==> src/rtl/lgu_pkg.sv <==
`default_nettype none
// ----------------------------------------------------------------------------
// lgu_pkg
// Shared types and constants for the loss and gradient unit.
// ----------------------------------------------------------------------------
package lgu_pkg;

   localparam int ACC_BITS    = 40;
   localparam int OUT_BITS    = 40;
   localparam logic [16:0] ONE_Q15 = 17'd32768;
   localparam logic [31:0] LN2_Q32 = 32'd2977044472;
   localparam logic [25:0] PENALTY_RESET = 26'd46425466;

   localparam logic CSR_MODE    = 1'b0;
   localparam logic CSR_PENALTY = 1'b1;

   localparam logic MODE_SQE = 1'b0;
   localparam logic MODE_BCE = 1'b1;

   // controller to datapath commands
   typedef struct packed {
      logic load;       // capture item, clamp inputs
      logic sqe;        // compute squared error result
      logic div_start;  // start both quotient divisions
      logic div_step;   // one restoring step on both dividers
      logic grad_done;  // form bce gradient
      logic ln_start;   // load log unit with operand
      logic ln_sel;     // 0: log of p, 1: log of q
      logic ln_step;    // one squaring step
      logic ln_mul;     // scale log2 by ln2
      logic ln_acc;     // multiply log by weight and add to loss sum
      logic loss_fin;   // shift loss sum into element loss
      logic emit;       // load output register
   } lgu_cmd_type;

   typedef struct packed {
      logic bce;
      logic right;
      logic wrong;
   } lgu_sts_type;

endpackage
`default_nettype wire

==> src/rtl/lgu_ctrl.sv <==
`default_nettype none
// ----------------------------------------------------------------------------
// lgu_ctrl
// Sequencer for one element: decode, divide and two logs for cross-entropy, loss, emit.
// ----------------------------------------------------------------------------
module lgu_ctrl import lgu_pkg::*; (
   input  wire logic        clock,
   input  wire logic        reset,
   input  wire logic        req_fire,
   input  wire logic        out_free,
   input  wire lgu_sts_type sts,
   output logic             busy,
   output lgu_cmd_type      cmd
);

   typedef enum logic [3:0] {
      ST_IDLE, ST_DECODE, ST_DIV, ST_GRAD, ST_LNP_INIT, ST_LNP_SQ, ST_LNP_MUL,
      ST_LNP_ACC, ST_LNQ_INIT, ST_LNQ_SQ, ST_LNQ_MUL, ST_LNQ_ACC, ST_FIN, ST_EMIT
   } state_type;

   state_type  state_ff, state_in;
   logic [5:0] cnt_ff, cnt_in;

   always_comb begin
      state_in = state_ff;
      cnt_in   = cnt_ff;
      cmd      = '0;
      case (state_ff)
         ST_IDLE: begin
            if (req_fire) begin
               cmd.load = 1'b1;
               state_in = ST_DECODE;
            end
         end
         ST_DECODE: begin
            if (!sts.bce) begin
               cmd.sqe  = 1'b1;
               state_in = ST_FIN;
            end else if (sts.right) begin
               state_in = ST_FIN;
            end else begin
               cmd.div_start = 1'b1;
               cnt_in   = 6'd0;
               state_in = ST_DIV;
            end
         end
         ST_DIV: begin
            cmd.div_step = 1'b1;
            cnt_in = cnt_ff + 6'd1;
            if (cnt_ff == 6'd32) state_in = ST_GRAD;
         end
         ST_GRAD: begin
            cmd.grad_done = 1'b1;
            state_in = sts.wrong ? ST_FIN : ST_LNP_INIT;
         end
         ST_LNP_INIT: begin
            cmd.ln_start = 1'b1;
            cnt_in   = 6'd0;
            state_in = ST_LNP_SQ;
         end
         ST_LNP_SQ: begin
            cmd.ln_step = 1'b1;
            cnt_in = cnt_ff + 6'd1;
            if (cnt_ff == 6'd15) state_in = ST_LNP_MUL;
         end
         ST_LNP_MUL: begin
            cmd.ln_mul = 1'b1;
            state_in = ST_LNP_ACC;
         end
         ST_LNP_ACC: begin
            cmd.ln_acc = 1'b1;
            state_in = ST_LNQ_INIT;
         end
         ST_LNQ_INIT: begin
            cmd.ln_start = 1'b1;
            cmd.ln_sel   = 1'b1;
            cnt_in   = 6'd0;
            state_in = ST_LNQ_SQ;
         end
         ST_LNQ_SQ: begin
            cmd.ln_step = 1'b1;
            cnt_in = cnt_ff + 6'd1;
            if (cnt_ff == 6'd15) state_in = ST_LNQ_MUL;
         end
         ST_LNQ_MUL: begin
            cmd.ln_mul = 1'b1;
            state_in = ST_LNQ_ACC;
         end
         ST_LNQ_ACC: begin
            cmd.ln_acc = 1'b1;
            cmd.ln_sel = 1'b1;
            state_in = ST_FIN;
         end
         ST_FIN: begin
            cmd.loss_fin = 1'b1;
            state_in = ST_EMIT;
         end
         ST_EMIT: begin
            if (out_free) begin
               cmd.emit = 1'b1;
               state_in = ST_IDLE;
            end
         end
         default: state_in = ST_IDLE;
      endcase
   end

   always_ff @(posedge clock) begin
      if (reset) begin
         state_ff <= ST_IDLE;
         cnt_ff   <= '0;
      end else begin
         state_ff <= state_in;
         cnt_ff   <= cnt_in;
      end
   end

   assign busy = (state_ff != ST_IDLE);

endmodule
`default_nettype wire

==> config.mk <==
export PLATFORM = sky130hd
export DESIGN_NAME = lgu_ctrl
export DESIGN_NICKNAME = d
export VERILOG_FILES = /design/src/rtl/lgu_pkg.sv /design/src/rtl/lgu_ctrl.sv
export SDC_FILE = /design/constraint.sdc
export NUM_CORES = 1
export LEC_CHECK = 0
export BUFFER_PORTS_ARGS = -buffer_cell sky130_fd_sc_hd__clkbuf_2
export CORE_AREA = 2 2 42 44
export DETAILED_ROUTE_END_ITERATION = 10
export DIE_AREA = 0 0 44 46
export GPL_TIMING_DRIVEN = 1
export PLACE_DENSITY = 0.82
export REMOVE_ABC_BUFFERS = 1
export SYNTH_ARGS = -nofsm -noshare
export SYNTH_HDL_FRONTEND = slang
export SYNTH_SLANG_ARGS = --single-unit
==> constraint.sdc <==
create_clock -name clock -period 3.03 [get_ports clock]
set_input_delay 0.909 -clock clock [delete_from_list [all_inputs] [get_ports clock]]
set_output_delay 0.909 -clock clock [all_outputs]
set_load 0.05 [all_outputs]
==> summary.md <==
| Metric | Value |
|---|---|
| Status | `complete, no violations` |
| Area contributors post-synth | `dfxtp_1, a311oi_1, nor2_1, and3_1, ha_1` |
| Leak pwr | `0.3968 nW` |
| Post-Layout Cell Count | `139` |
| Initial DRC Count | `30` |
| Largest area contributor in the synthesized netlist | `dfxtp_1` |
| Core ar. | `0.001614 mm^2` |
| Post-CTS Hold Buffers | `0` |
| Share of cells above drive strength 1 | `24.59%` |
| Post-synthesis sequential area ratio | `24.73%` |
| Placed instance count | `135` |
| EDFF count, synth | `0` |
| First-pass GRT wire length | `3408 um` |
| Synth Flop Type | `dfxtp_1` |
| Worst path slowest cell | `or4b_4` |
| Post-route DRC | `0` |
| Vias in the first global route | `778` |
| Peak VDD IR | `0.6194 mV` |
| Cell family with most CP delay | `simple AND/OR/NAND/NOR gates` |
| CTS tree | `yes` |
| TritonCTS buffer count | `3` |
| DR WL/cell | `14.55 um` |
| Final wirelength | `2022 um` |
| DPL Wire Length | `1375 um` |
| Synth warn | `0` |
| Hold Crit Class | `reg2reg` |
| H-tree levels | `1` |
| Commonest non-fill, non-tap cells in the layout | `clkbuf_2, dfxtp_1, nor2_1, nand2_1, nand3_1` |
| Vias | `875` |
| Most common cell after layout, fill and taps aside | `clkbuf_2` |
| Post-synth top area share | `24.73%` |
| Final min period | `2.668 ns` |
| Global route overflow | `0` |
| Max Fclk | `0.3748 GHz` |
| Hold Path Depth | `1` |
| Layout area overhead | `16.85%` |
| Worst-Margin Slew | `0.5421 ns` |
| Gr usage total | `22.89%` |
| Final period util | `88.05%` |
| DP Area | `909.6 um^2` |
| Cell Area, Synth | `809.5 um^2` |
| Crit-path cells | `or4b_4 > inv_1 > clkbuf_2` |
| Number of setup buffers added after CTS | `0` |
| TritonRoute pass-1 iters | `4` |
| Slew margin rel. | `63.29%` |
| Reg2Reg Depth | `5` |
| Final Slew Violations | `0` |
| Clock buffer depth | `2` |
| Clock sinks | `10` |
| RSZ-0062 raised after global routing | `no` |
| WP data required | `2.12 ns` |
| Number of cell rows | `15` |
| Crit. End Element | `output port` |
| Yosys cell types | `44` |
| Critical path fanouts, max | `15` |
| Final hold violations | `0` |
| Buffers & Inverters on Critical Path | `2` |
| Core Util, Final | `58.60%` |
| Initial Util | `50.16%` |
| Diodes inserted | `0` |
| Async SR Flop Fraction | `0%` |
| Worst Setup Path Type | `reg2out` |
| Post-layout nets | `132` |
| IO buf count | `19` |
| Clk root buf | `clkbuf_4` |
| Setup violations, final | `0` |
| Largest net degree at the start of global routing | `16` |
| Hold Slack | `0.5423 ns` |
| Syn_area_per_cell | `7.784 um^2` |
| Die area | `0.002024 mm^2` |
| Critical path startpoint category | `register` |
| Syn Inst Count | `104` |
| Max Cap Viol | `0` |
| PostCTS Resize Cnt | `0` |
| CP Depth | `3` |
| WP data arrival | `1.76 ns` |
| IO Pins | `20` |
| Pwr/cell area | `1062 mW/mm^2` |
| Die Height | `46 um` |
| Setup Skew | `0.0005830 ns` |
| Fin area | `945.9 um^2` |
| Worst-path clk slew | `0.07 ns` |
| CP peak stage delay | `0.64 ns` |
| ANT nets after route | `0` |
| Initial antenna violation count | `0` |
| Clock latency on the worst-skew pair | `0.27 ns` |
| Flop and latch count out of synthesis | `10` |
| Avg Vias per Cell | `6.295` |
| Die width | `44 um` |
| Routability Congestion | `0.7989` |
-- where the power goes --
| group | switching (mW) | internal, mW | leakage (nW) |
|---|---|---|---|
| Combinational | 0.433 | 0.211 | 0.294 |
| Clock | 0.0502 | 0.0731 | 0.0210 |
| Sequential | 0.0762 | 0.161 | 0.0815 |
-- synth_stat cells (all sizes together) (2+ instances only) --
master,number
dfxtp,10
nor2,9
clkbuf,6
nand2,5
nand3,5
a21oi,4
a311oi,4
and3,4
inv,4
nor2b,4
o21ai,4
a211oi,3
nand2b,3
nor3,3
nor4,3
a21o,2
a31oi,2
buf,2
ha,2
nor4b,2
o21bai,2
-- per-layer routing --
layer / up-vias / share of wire, % / global-route usage [%]
met3: 8 / 4.9 / 4.762
met2: 31 / 47 / 37.06
met1: 404 / 46 / 29.67
li1: 432 / - / -
met4: 0 / 2.0 / 9.091
met5: - / 0 / 0
-- cell type report --
type                       instances  area [um^2]
fill                             150        668.1
multi-input combinational         82        555.5
sequential                        10        200.2
timing repair buffer              22        117.6
clock buffer                       4        36.28
tap                               17        21.27
inverter                           4        15.01
-- through the flow --
step	setup slack [ns]	TNS [ns]	power [mW]
CTS	0.3873	0	0.9939
finish	0.3619	0	1.004
floorplan	-0.4665	-0.9633	0.7152
global placement	0.4126	0	0.8498
global route	0.2527	0	1.080
detailed placement	0.3960	0	0.8687
-- registers in the layout (all words and copies together), names as in the netlist --
register,count
cnt_ff,6
state_ff,4
-- worst register-to-register path, stage by stage, from the launching register on --
cell,delay [ns]
dfxtp_1,0.44
buf_4,0.23
or4_1,0.50
a21o_1,0.23
nand3_1,0.13
mux2_2,0.35
-- cells by family after synthesis --
group,after synthesis,synth area share (%)
AO/OA/AOI/OAI,29,26.89
XOR/XNOR,2,2.164
adder cells (fa/ha/maj),2,3.091
buffers and inverters,12,6.645
flip-flops,10,24.73
multiplexers,2,2.627
AND/OR/NAND/NOR,47,33.85
-- worst paths after layout --
kind,startpoint,slack [ns],end
max,state_ff[0],0.36,cmd[8]
min,cnt_ff[0],0.54,cnt_ff[0]
max reg2reg,state_ff[3],1.04,state_ff[2]
min reg2reg,cnt_ff[0],0.54,cnt_ff[0]
No activity file was read; power rests on OpenSTA's default activity.
